===== src/rtl/core/tdc_pkg.sv =====
`default_nettype none
package tdc_pkg;

  localparam int CfgIdxW  = 4;
  localparam int CfgDataW = 8;

  localparam logic [CfgIdxW-1:0] REG_MANUAL_SPEED = 4'd0;
  localparam logic [CfgIdxW-1:0] REG_PULSE_POWER  = 4'd1;
  localparam logic [CfgIdxW-1:0] REG_PROP_GAIN    = 4'd2;
  localparam logic [CfgIdxW-1:0] REG_MAX_SPEED    = 4'd3;
  localparam logic [CfgIdxW-1:0] REG_DEAD_BAND    = 4'd4;
  localparam logic [CfgIdxW-1:0] REG_PULSE_ZONE   = 4'd5;
  localparam logic [CfgIdxW-1:0] REG_ON_TICKS     = 4'd6;
  localparam logic [CfgIdxW-1:0] REG_OFF_TICKS    = 4'd7;

  localparam logic [6:0] RST_MANUAL_SPEED = 7'd47;
  localparam logic [6:0] RST_PULSE_POWER  = 7'd22;
  localparam logic [6:0] RST_PROP_GAIN    = 7'd18;
  localparam logic [6:0] RST_MAX_SPEED    = 7'd127;
  localparam logic [7:0] RST_DEAD_BAND    = 8'd2;
  localparam logic [7:0] RST_PULSE_ZONE   = 8'd14;
  localparam logic [7:0] RST_ON_TICKS     = 8'd2;
  localparam logic [7:0] RST_OFF_TICKS    = 8'd10;

  localparam logic [7:0] PWM_NEUTRAL = 8'd127;
  localparam logic [7:0] LED_FAST_MAX = 8'd12;
  localparam logic [7:0] LED_ON_MAX   = 8'd1;

  localparam int InDataW  = 16;
  localparam int OutDataW = 16;

  typedef struct packed {
    logic [7:0] off_ticks;
    logic [7:0] on_ticks;
    logic [7:0] pulse_zone;
    logic [7:0] dead_band;
    logic [6:0] max_speed;
    logic [6:0] prop_gain;
    logic [6:0] pulse_power;
    logic [6:0] manual_speed;
  } cfg_t;

  typedef struct packed {
    logic              left_button;
    logic              right_button;
    logic              cw_limit;
    logic              ccw_limit;
    logic              target_seen;
    logic signed [7:0] tracking_error;
  } item_t;

  typedef struct packed {
    logic [7:0] motor_pwm;
    logic       pwm_written;
    logic       status_led;
  } result_t;

endpackage
`default_nettype wire


===== src/rtl/core/tdc_regs.sv =====
`default_nettype none
module tdc_regs
  import tdc_pkg::*;
(
  input  wire logic                clk,
  input  wire logic                rst,
  input  wire logic                cfg_we,
  input  wire logic [CfgIdxW-1:0]  cfg_index,
  input  wire logic [CfgDataW-1:0] cfg_data,
  output cfg_t                     cfg
);

  always_ff @(posedge clk) begin
    if (rst) begin
      cfg.manual_speed <= RST_MANUAL_SPEED;
      cfg.pulse_power  <= RST_PULSE_POWER;
      cfg.prop_gain    <= RST_PROP_GAIN;
      cfg.max_speed    <= RST_MAX_SPEED;
      cfg.dead_band    <= RST_DEAD_BAND;
      cfg.pulse_zone   <= RST_PULSE_ZONE;
      cfg.on_ticks     <= RST_ON_TICKS;
      cfg.off_ticks    <= RST_OFF_TICKS;
    end else if (cfg_we) begin
      case (cfg_index)
        REG_MANUAL_SPEED: cfg.manual_speed <= cfg_data[6:0];
        REG_PULSE_POWER:  cfg.pulse_power  <= cfg_data[6:0];
        REG_PROP_GAIN:    cfg.prop_gain    <= cfg_data[6:0];
        REG_MAX_SPEED:    cfg.max_speed    <= cfg_data[6:0];
        REG_DEAD_BAND:    cfg.dead_band    <= cfg_data;
        REG_PULSE_ZONE:   cfg.pulse_zone   <= cfg_data;
        REG_ON_TICKS:     cfg.on_ticks     <= cfg_data;
        REG_OFF_TICKS:    cfg.off_ticks    <= cfg_data;
        default: ;
      endcase
    end
  end

endmodule
`default_nettype wire


===== src/rtl/core/tdc_core.sv =====
`default_nettype none
module tdc_core
  import tdc_pkg::*;
(
  input  wire logic  clk,
  input  wire logic  rst,
  input  wire cfg_t  cfg,
  input  wire item_t item,
  input  wire logic  step,
  output result_t    res
);

  logic [7:0] pwm_hold, pwm_hold_next;
  logic [7:0] pulse_timer, pulse_timer_next;
  logic       pulse_phase_on, pulse_phase_on_next;
  logic [7:0] blink_count, blink_count_next;
  logic       led_hold, led_hold_next;

  logic        manual;
  logic [7:0]  err_eff;
  logic        neg;
  logic [7:0]  mag;
  logic [14:0] prod;
  logic [15:0] prod_up;
  logic [10:0] raw_sp;
  logic [6:0]  prop_sp;
  logic [6:0]  dmag;
  logic        dneg;
  logic        blocked;
  logic [7:0]  drive_pwm;
  logic [7:0]  pulse_pwm;
  logic        above_dead;
  logic        in_pulse;
  logic        in_prop;
  logic        written;

  always_comb begin
    manual  = item.left_button ^ item.right_button;
    err_eff = item.target_seen ? item.tracking_error : 8'sd0;
    neg     = err_eff[7];
    // -128 comes out as 128 in the unsigned magnitude
    mag     = neg ? (~err_eff + 8'd1) : err_eff;

    prod    = {7'd0, mag} * {8'd0, cfg.prop_gain};
    // negative side rounds away from zero
    prod_up = {1'b0, prod} + 16'd31;
    raw_sp  = neg ? prod_up[15:5] : {1'b0, prod[14:5]};
    prop_sp = (raw_sp > {4'd0, cfg.max_speed}) ? cfg.max_speed : raw_sp[6:0];

    dmag = manual ? cfg.manual_speed : prop_sp;
    dneg = manual ? item.right_button : neg;
    blocked = (dmag != 7'd0) && ((!dneg && item.cw_limit) || (dneg && item.ccw_limit));
    drive_pwm = dneg ? (PWM_NEUTRAL - {1'b0, dmag}) : (PWM_NEUTRAL + {1'b0, dmag});
    pulse_pwm = neg ? (PWM_NEUTRAL - {1'b0, cfg.pulse_power})
                    : (PWM_NEUTRAL + {1'b0, cfg.pulse_power});

    above_dead = mag >= cfg.dead_band;
    in_pulse   = !manual && above_dead && (mag < cfg.pulse_zone) && (mag != 8'd0);
    in_prop    = !manual && above_dead && (mag >= cfg.pulse_zone);

    pulse_timer_next    = pulse_timer;
    pulse_phase_on_next = pulse_phase_on;
    if (in_pulse) begin
      if (pulse_timer == 8'd0) begin
        pulse_phase_on_next = !pulse_phase_on;
        pulse_timer_next    = pulse_phase_on ? cfg.off_ticks : cfg.on_ticks;
      end else begin
        pulse_timer_next = pulse_timer - 8'd1;
      end
    end

    if (manual || in_prop) begin
      written = !blocked;
    end else if (in_pulse) begin
      written = pulse_phase_on_next;
    end else begin
      written = 1'b0;
    end

    if (!written) begin
      pwm_hold_next = pwm_hold;
    end else if (in_pulse) begin
      pwm_hold_next = pulse_pwm;
    end else begin
      pwm_hold_next = drive_pwm;
    end

    blink_count_next = manual ? blink_count : blink_count + 8'd1;
    if (manual) begin
      led_hold_next = led_hold;
    end else if (!item.target_seen) begin
      led_hold_next = 1'b0;
    end else if (mag <= LED_ON_MAX) begin
      led_hold_next = 1'b1;
    end else if (mag <= LED_FAST_MAX) begin
      led_hold_next = blink_count_next[2];
    end else begin
      led_hold_next = blink_count_next[4];
    end

    res.motor_pwm   = pwm_hold_next;
    res.pwm_written = written;
    res.status_led  = led_hold_next;
  end

  always_ff @(posedge clk) begin
    if (rst) begin
      pwm_hold       <= PWM_NEUTRAL;
      pulse_timer    <= 8'd0;
      pulse_phase_on <= 1'b0;
      blink_count    <= 8'd0;
      led_hold       <= 1'b0;
    end else if (step) begin
      pwm_hold       <= pwm_hold_next;
      pulse_timer    <= pulse_timer_next;
      pulse_phase_on <= pulse_phase_on_next;
      blink_count    <= blink_count_next;
      led_hold       <= led_hold_next;
    end
  end

endmodule
`default_nettype wire


===== src/rtl/core/turret_drive_controller.sv =====
// turret drive controller
// input stream s_*: one control tick per beat; tdata holds the buttons, limit
// switches, target flag and signed tracking error. output stream m_*: one
// result beat per input beat, in order, carrying the motor pwm byte, the
// written flag and the status led.
// config: cfg_we/cfg_index/cfg_data write one register per cycle, indexes past
// the last register are dropped; write only while no tick is in flight.
// pipeline: an input register, then the control logic and the per-tick state
// (pwm hold, pulse timer and phase, blink counter, led) feeding a result
// register. throughput is one beat per cycle while the output is not stalled;
// each stage advances when the stage after it is empty or being drained, so
// a new beat is taken while a finished result waits. when m_tready stays
// low both stages fill and s_tready drops.
// reset (rst, synchronous) empties both stages, restores register defaults
// and sets the pwm hold to neutral 127.
`default_nettype none
module turret_drive_controller
  import tdc_pkg::*;
(
  input  wire logic                 clk,
  input  wire logic                 rst,
  input  wire logic                 s_tvalid,
  output logic                      s_tready,
  // left_button, right_button, cw_limit, ccw_limit, target_seen,
  // tracking_error[7:0], zero pad
  input  wire logic [InDataW-1:0]   s_tdata,
  output logic                      m_tvalid,
  input  wire logic                 m_tready,
  // motor_pwm[7:0], pwm_written, status_led, zero pad
  output logic [OutDataW-1:0]       m_tdata,
  input  wire logic                 cfg_we,
  input  wire logic [CfgIdxW-1:0]   cfg_index,
  input  wire logic [CfgDataW-1:0]  cfg_data
);

  cfg_t    cfg;
  item_t   in_item;
  logic    in_valid;
  result_t res;
  result_t out_res;
  logic    adv_in;
  logic    adv_out;

  assign adv_out  = !m_tvalid || m_tready;
  assign adv_in   = in_valid && adv_out;
  assign s_tready = !in_valid || adv_out;

  tdc_regs u_regs (
    .clk       (clk),
    .rst       (rst),
    .cfg_we    (cfg_we),
    .cfg_index (cfg_index),
    .cfg_data  (cfg_data),
    .cfg       (cfg)
  );

  tdc_core u_core (
    .clk  (clk),
    .rst  (rst),
    .cfg  (cfg),
    .item (in_item),
    .step (adv_in),
    .res  (res)
  );

  always_ff @(posedge clk) begin
    if (rst) begin
      in_valid <= 1'b0;
    end else if (s_tready) begin
      in_valid <= s_tvalid;
    end
  end

  always_ff @(posedge clk) begin
    if (s_tready && s_tvalid) begin
      in_item.left_button    <= s_tdata[0];
      in_item.right_button   <= s_tdata[1];
      in_item.cw_limit       <= s_tdata[2];
      in_item.ccw_limit      <= s_tdata[3];
      in_item.target_seen    <= s_tdata[4];
      in_item.tracking_error <= s_tdata[12:5];
    end
  end

  always_ff @(posedge clk) begin
    if (rst) begin
      m_tvalid <= 1'b0;
    end else if (adv_out) begin
      m_tvalid <= in_valid;
    end
  end

  always_ff @(posedge clk) begin
    if (adv_in) begin
      out_res <= res;
    end
  end

  assign m_tdata = {6'd0, out_res.status_led, out_res.pwm_written, out_res.motor_pwm};

  a_stall_only: assert property (@(posedge clk) disable iff (rst)
    !s_tready |-> (in_valid && m_tvalid && !m_tready))
    else $error("input stalled without a stalled output");

  a_in_held: assert property (@(posedge clk) disable iff (rst)
    (in_valid && !adv_in) |=> in_valid)
    else $error("input stage dropped a tick");

  a_pwm_range: assert property (@(posedge clk) disable iff (rst)
    m_tvalid |-> (m_tdata[7:0] != 8'd255))
    else $error("pwm byte out of range");

  a_result_follows: assert property (@(posedge clk) disable iff (rst)
    adv_in |=> m_tvalid)
    else $error("advanced tick did not reach the output");

endmodule
`default_nettype wire

===== config.mk =====
export PLATFORM = sky130hd
export DESIGN_NAME = turret_drive_controller
export DESIGN_NICKNAME = d
export VERILOG_FILES = /design/src/rtl/core/tdc_pkg.sv /design/src/rtl/core/tdc_regs.sv /design/src/rtl/core/tdc_core.sv /design/src/rtl/core/turret_drive_controller.sv
export SDC_FILE = /design/constraint.sdc
export NUM_CORES = 1
export LEC_CHECK = 0
export BUFFER_PORTS_ARGS = -buffer_cell sky130_fd_sc_hd__buf_4
export CORE_MARGIN = 1.5
export CORE_UTILIZATION = 30
export CTS_CLUSTER_SIZE = 16
export DETAILED_ROUTE_END_ITERATION = 6
export PLACE_DENSITY_LB_ADDON = 0.25
export SLEW_MARGIN = 20
export SYNTH_ARGS = -nofsm -noshare
export SYNTH_HDL_FRONTEND = slang
export SYNTH_SLANG_ARGS = --single-unit

===== constraint.sdc =====
create_clock -name clk -period 11.2 [get_ports clk]
set_input_delay 1.12 -clock clk [delete_from_list [all_inputs] [get_ports clk]]
set_output_delay 1.12 -clock clk [all_outputs]
set_load 0.05 [all_outputs]

==> results.toml <==
[finish]
final_util_pct = 34.3
finalNonFillerCells = 1227
drive_gt1_share_pct = 9.59
fill_cells = 2676
final_common_cell = "nand2_1"
layout_common_cells = "89 x nand2_1, 87 x nor2_1, 85 x dfxtp_1"
diodes = 0
final_nets = 1012
area_delta_synth_final_pct = 11.2

[power]
net-switching-power_mw = 0.329
p_leak_nw = 3.86
total_power_mw = 1.02
clkPwrFrac_pct = 34.5
combPwrFrac_pct = 23.7
intPower_mw = 0.687
sw_frac_of_total_pct = 32.4
p_seq_share_pct = 41.8
peakVddDrop_mv = 0.0685
powerDensity_nw_per_um2 = 117

[clock_network]
clock_latency_ns = 0.36
clk_path_buf_depth = 2
cts_root_buf = "clkbuf_16"
numClockSinks = 108
path_clk_slew_ns = 0.08
cts_tree = "built"
cts_buffers = 9
cts_hold_buf = 0
htree_levels = 3
cts_resized = 0
postCtsSetupRepairBufs = 0

[floorplan]
design.core.area_um2 = 25400
rows = 58
ios = 51
die_w_um = 165
dieArea_um2 = 27100
dieHeight_um = 165
start_util_pct = 30.9

[detailed_routing]
drt_iter0_markers = 297
ant_nets = 0
drc = 0
drt_first_pass_iters = 5
routed_via_density = 4.91
avgRoutedWirePerCell_um = 15.6
vias = 6026
routed_wl_mm = 19.2

[critical_path]
worst_ep_required_time_ns = 11.32
slowest_delay_ns = 0.65
cp_common_cell = "fa_1"
r2r_end = "m_tdata[1]"
worst_setup_path_end_kind = "flop"
rr_worst_depth = 34
crit_type = "reg -> reg"
critical-path-top-delay-family = "adder cells"
worst-path-buf-inv = 3
cp_max_fo = 14
crit-reg2reg-launch = "in_item[0]"
cp_slowest_cell = "or4_1"
critPathLaunchType = "flop"
cp.arrival_ns = 10.42
r2r_slack_ns = 0.89

[timing]
fin_crit_ns = 10.31
hold_violations = 0
post-route-period-util_pct = 92.0
fmax_mhz = 97.0
rsz0062_at_grt = "false"
relSlewSlack_pct = 37.3
fin_hold_ws_ns = 0.473
tightest_slew_ns = 0.934
fin_setup_tns_ns = 0
slew_viol_final = 0
setup_viol = 0
skew_ns = 0.0137

[logic_synthesis]
syn_area_um2 = 7840
synth_compound_area_share_pct = 14.2
synth_mux_area_share_pct = 9.21
post_synth.cell_area_avg_um2 = 8.89
synth_edf_count = 23
async_flop_share_pct = 0
synth_top_family_by_area = "simple AND/OR/NAND/NOR gates"
ys_ff_latch = 108
synth-simple-area-share_pct = 19.7
synth_fa_ha_area_share_pct = 16.7
synth_cell_type_count = 80
ys.flop_type = "dfxtp_1"
synth_xor_area_share_pct = 3.99
syn_inst = 882
synth_seq_area_share_pct = 30.5
yosys_warnings = 0

[global_routing]
antenna_found_initial = 0
gr-total-overflow = 0
grt_start_max_net_pins = 59
grt_pass1_wl_mm = 31.7
grt_use_total_pct = 15.0
grt_pass1_vias = 5910

[placed_design]
dp_cells = 1211
gp_congestion = 0.781
port-buffer-count = 41
dp_hpwl_mm = 14.3

[hold_path]
min_from = "u_regs.cfg[55]"
holdCritPathClass = "reg -> reg"
min_to = "u_regs.cfg[55]"
min_path_cells = 2

[status]
outcome = "complete, no violations"

[run]
drv_cap = 0
[final cells by class]
cell class / count / area (um^2) / area share (%)
Timing Repair Buffer: 47 / 353 / 4.05
Sequential cell: 108 / 2390 / 27.4
Inverter: 55 / 211 / 2.43
Tap cell: 330 / 413 / 4.74
Clock inverter: 7 / 103 / 1.18
Multi-Input combinational cell: 671 / 5020 / 57.6
Clock buffer: 9 / 225 / 2.58
[how the worst max path moves through the flow]
stage	start	end	slack [ns]	cells after the start
2_1_floorplan	in_item[0]	m_tdata[2]	2.02	36
3_3_place_gp	in_item[0]	m_tdata[1]	0.92	34
3_5_place_dp	in_item[0]	m_tdata[1]	0.93	34
4_1_cts	in_item[0]	m_tdata[1]	0.90	34
5_1_grt	in_item[0]	m_tdata[1]	0.34	34
6_report	in_item[0]	m_tdata[1]	0.89	34
[state kept, by name (all words and copies together), names as in the netlist]
register / count
u_regs.cfg: 60
in_item: 13
m_tdata: 10
u_core.pulse_timer: 8
u_core.pwm_hold: 8
u_core.blink_count: 5
in_valid: 1
m_tvalid: 1
u_core.led_hold: 1
u_core.pulse_phase_on: 1
[per-layer routing]
| layer | vias to the layer above | routed length (um) | global-route usage (%) | share of wire [%] |
|---|---|---|---|---|
| li1 | 3086 | - | - | - |
| met1 | 2838 | 9590 | 20.9 | 50 |
| met2 | 80 | 8610 | 23.7 | 45 |
| met3 | 22 | 515 | 1.78 | 2.7 |
| met4 | 0 | 456 | 5.49 | 2.4 |
| met5 | - | 0 | 0 | 0 |
[through the flow]
stage          instance area, um^2  setup slack, ns
2_1_floorplan                 7860             2.02
3_3_place_gp                  8390            0.922
3_5_place_dp                  8390            0.930
4_1_cts                       8720            0.902
5_1_grt                       8720            0.335
6_report                      8720            0.891
[worst reg2reg max path, delay by kind of cell, from the launching register on]
kind                     cells  cell delay, ns
adder cells (fa/ha/maj)      7            2.92
AO/OA/AOI/OAI               10            2.52
multiplexers                 2            0.64
AND/OR/NAND/NOR              9            2.69
XOR/XNOR                     3            0.48
flip-flops                   1            0.57
buffers and inverters        3            0.23
[power groups by stage]
stage / logic, mW / clock network (mW) / registers (mW)
after floorplan: 0.172 / 0 / 0.444
after global placement: 0.242 / 0 / 0.434
after detailed placement: 0.242 / 0 / 0.434
after CTS: 0.244 / 0.360 / 0.425
after global routing: 0.271 / 0.375 / 0.427
final: 0.241 / 0.350 / 0.425
[cell usage after synthesis (4+ instances only)]
cell | number | area share, %
a211oi_1 | 14 | 1.3
a21o_1 | 7 | 0.67
a21oi_1 | 40 | 2.6
a31oi_1 | 5 | 0.40
and2_1 | 39 | 3.1
and3_1 | 12 | 0.96
buf_1 | 4 | 0.19
buf_2 | 4 | 0.26
buf_4 | 6 | 0.57
clkbuf_1 | 38 | 1.8
dfxtp_1 | 85 | 22
edfxtp_1 | 23 | 8.8
fa_1 | 29 | 7.4
ha_1 | 58 | 9.3
inv_1 | 53 | 2.5
mux2_1 | 5 | 0.72
mux2_2 | 4 | 0.57
mux2i_1 | 62 | 7.9
nand2_1 | 89 | 4.3
nand2b_1 | 7 | 0.56
nand3_1 | 23 | 1.5
nand3b_1 | 4 | 0.38
nand4_1 | 5 | 0.40
nor2_1 | 87 | 4.2
nor2b_1 | 7 | 0.56
nor3_1 | 14 | 0.89
nor3b_1 | 4 | 0.38
o211ai_1 | 14 | 1.3
o21a_1 | 4 | 0.38
o21ai_0 | 20 | 1.3
o21ai_1 | 5 | 0.32
o31ai_1 | 7 | 0.67
or3_1 | 9 | 0.72
xnor2_1 | 20 | 2.2
xor2_1 | 12 | 1.3
[cell families (layout without fill, tap and decap cells)]
logic type | count (synthesis) | in the layout
multiplexers | 71 | 71
flip-flops | 108 | 108
buffers and inverters | 108 | 118
XOR/XNOR | 34 | 34
adder cells (fa/ha/maj) | 87 | 87
other | 1 | 6
AND/OR/NAND/NOR | 316 | 316
AO/OA/AOI/OAI | 157 | 157
Note: power is estimated with default switching activity, not from simulation.
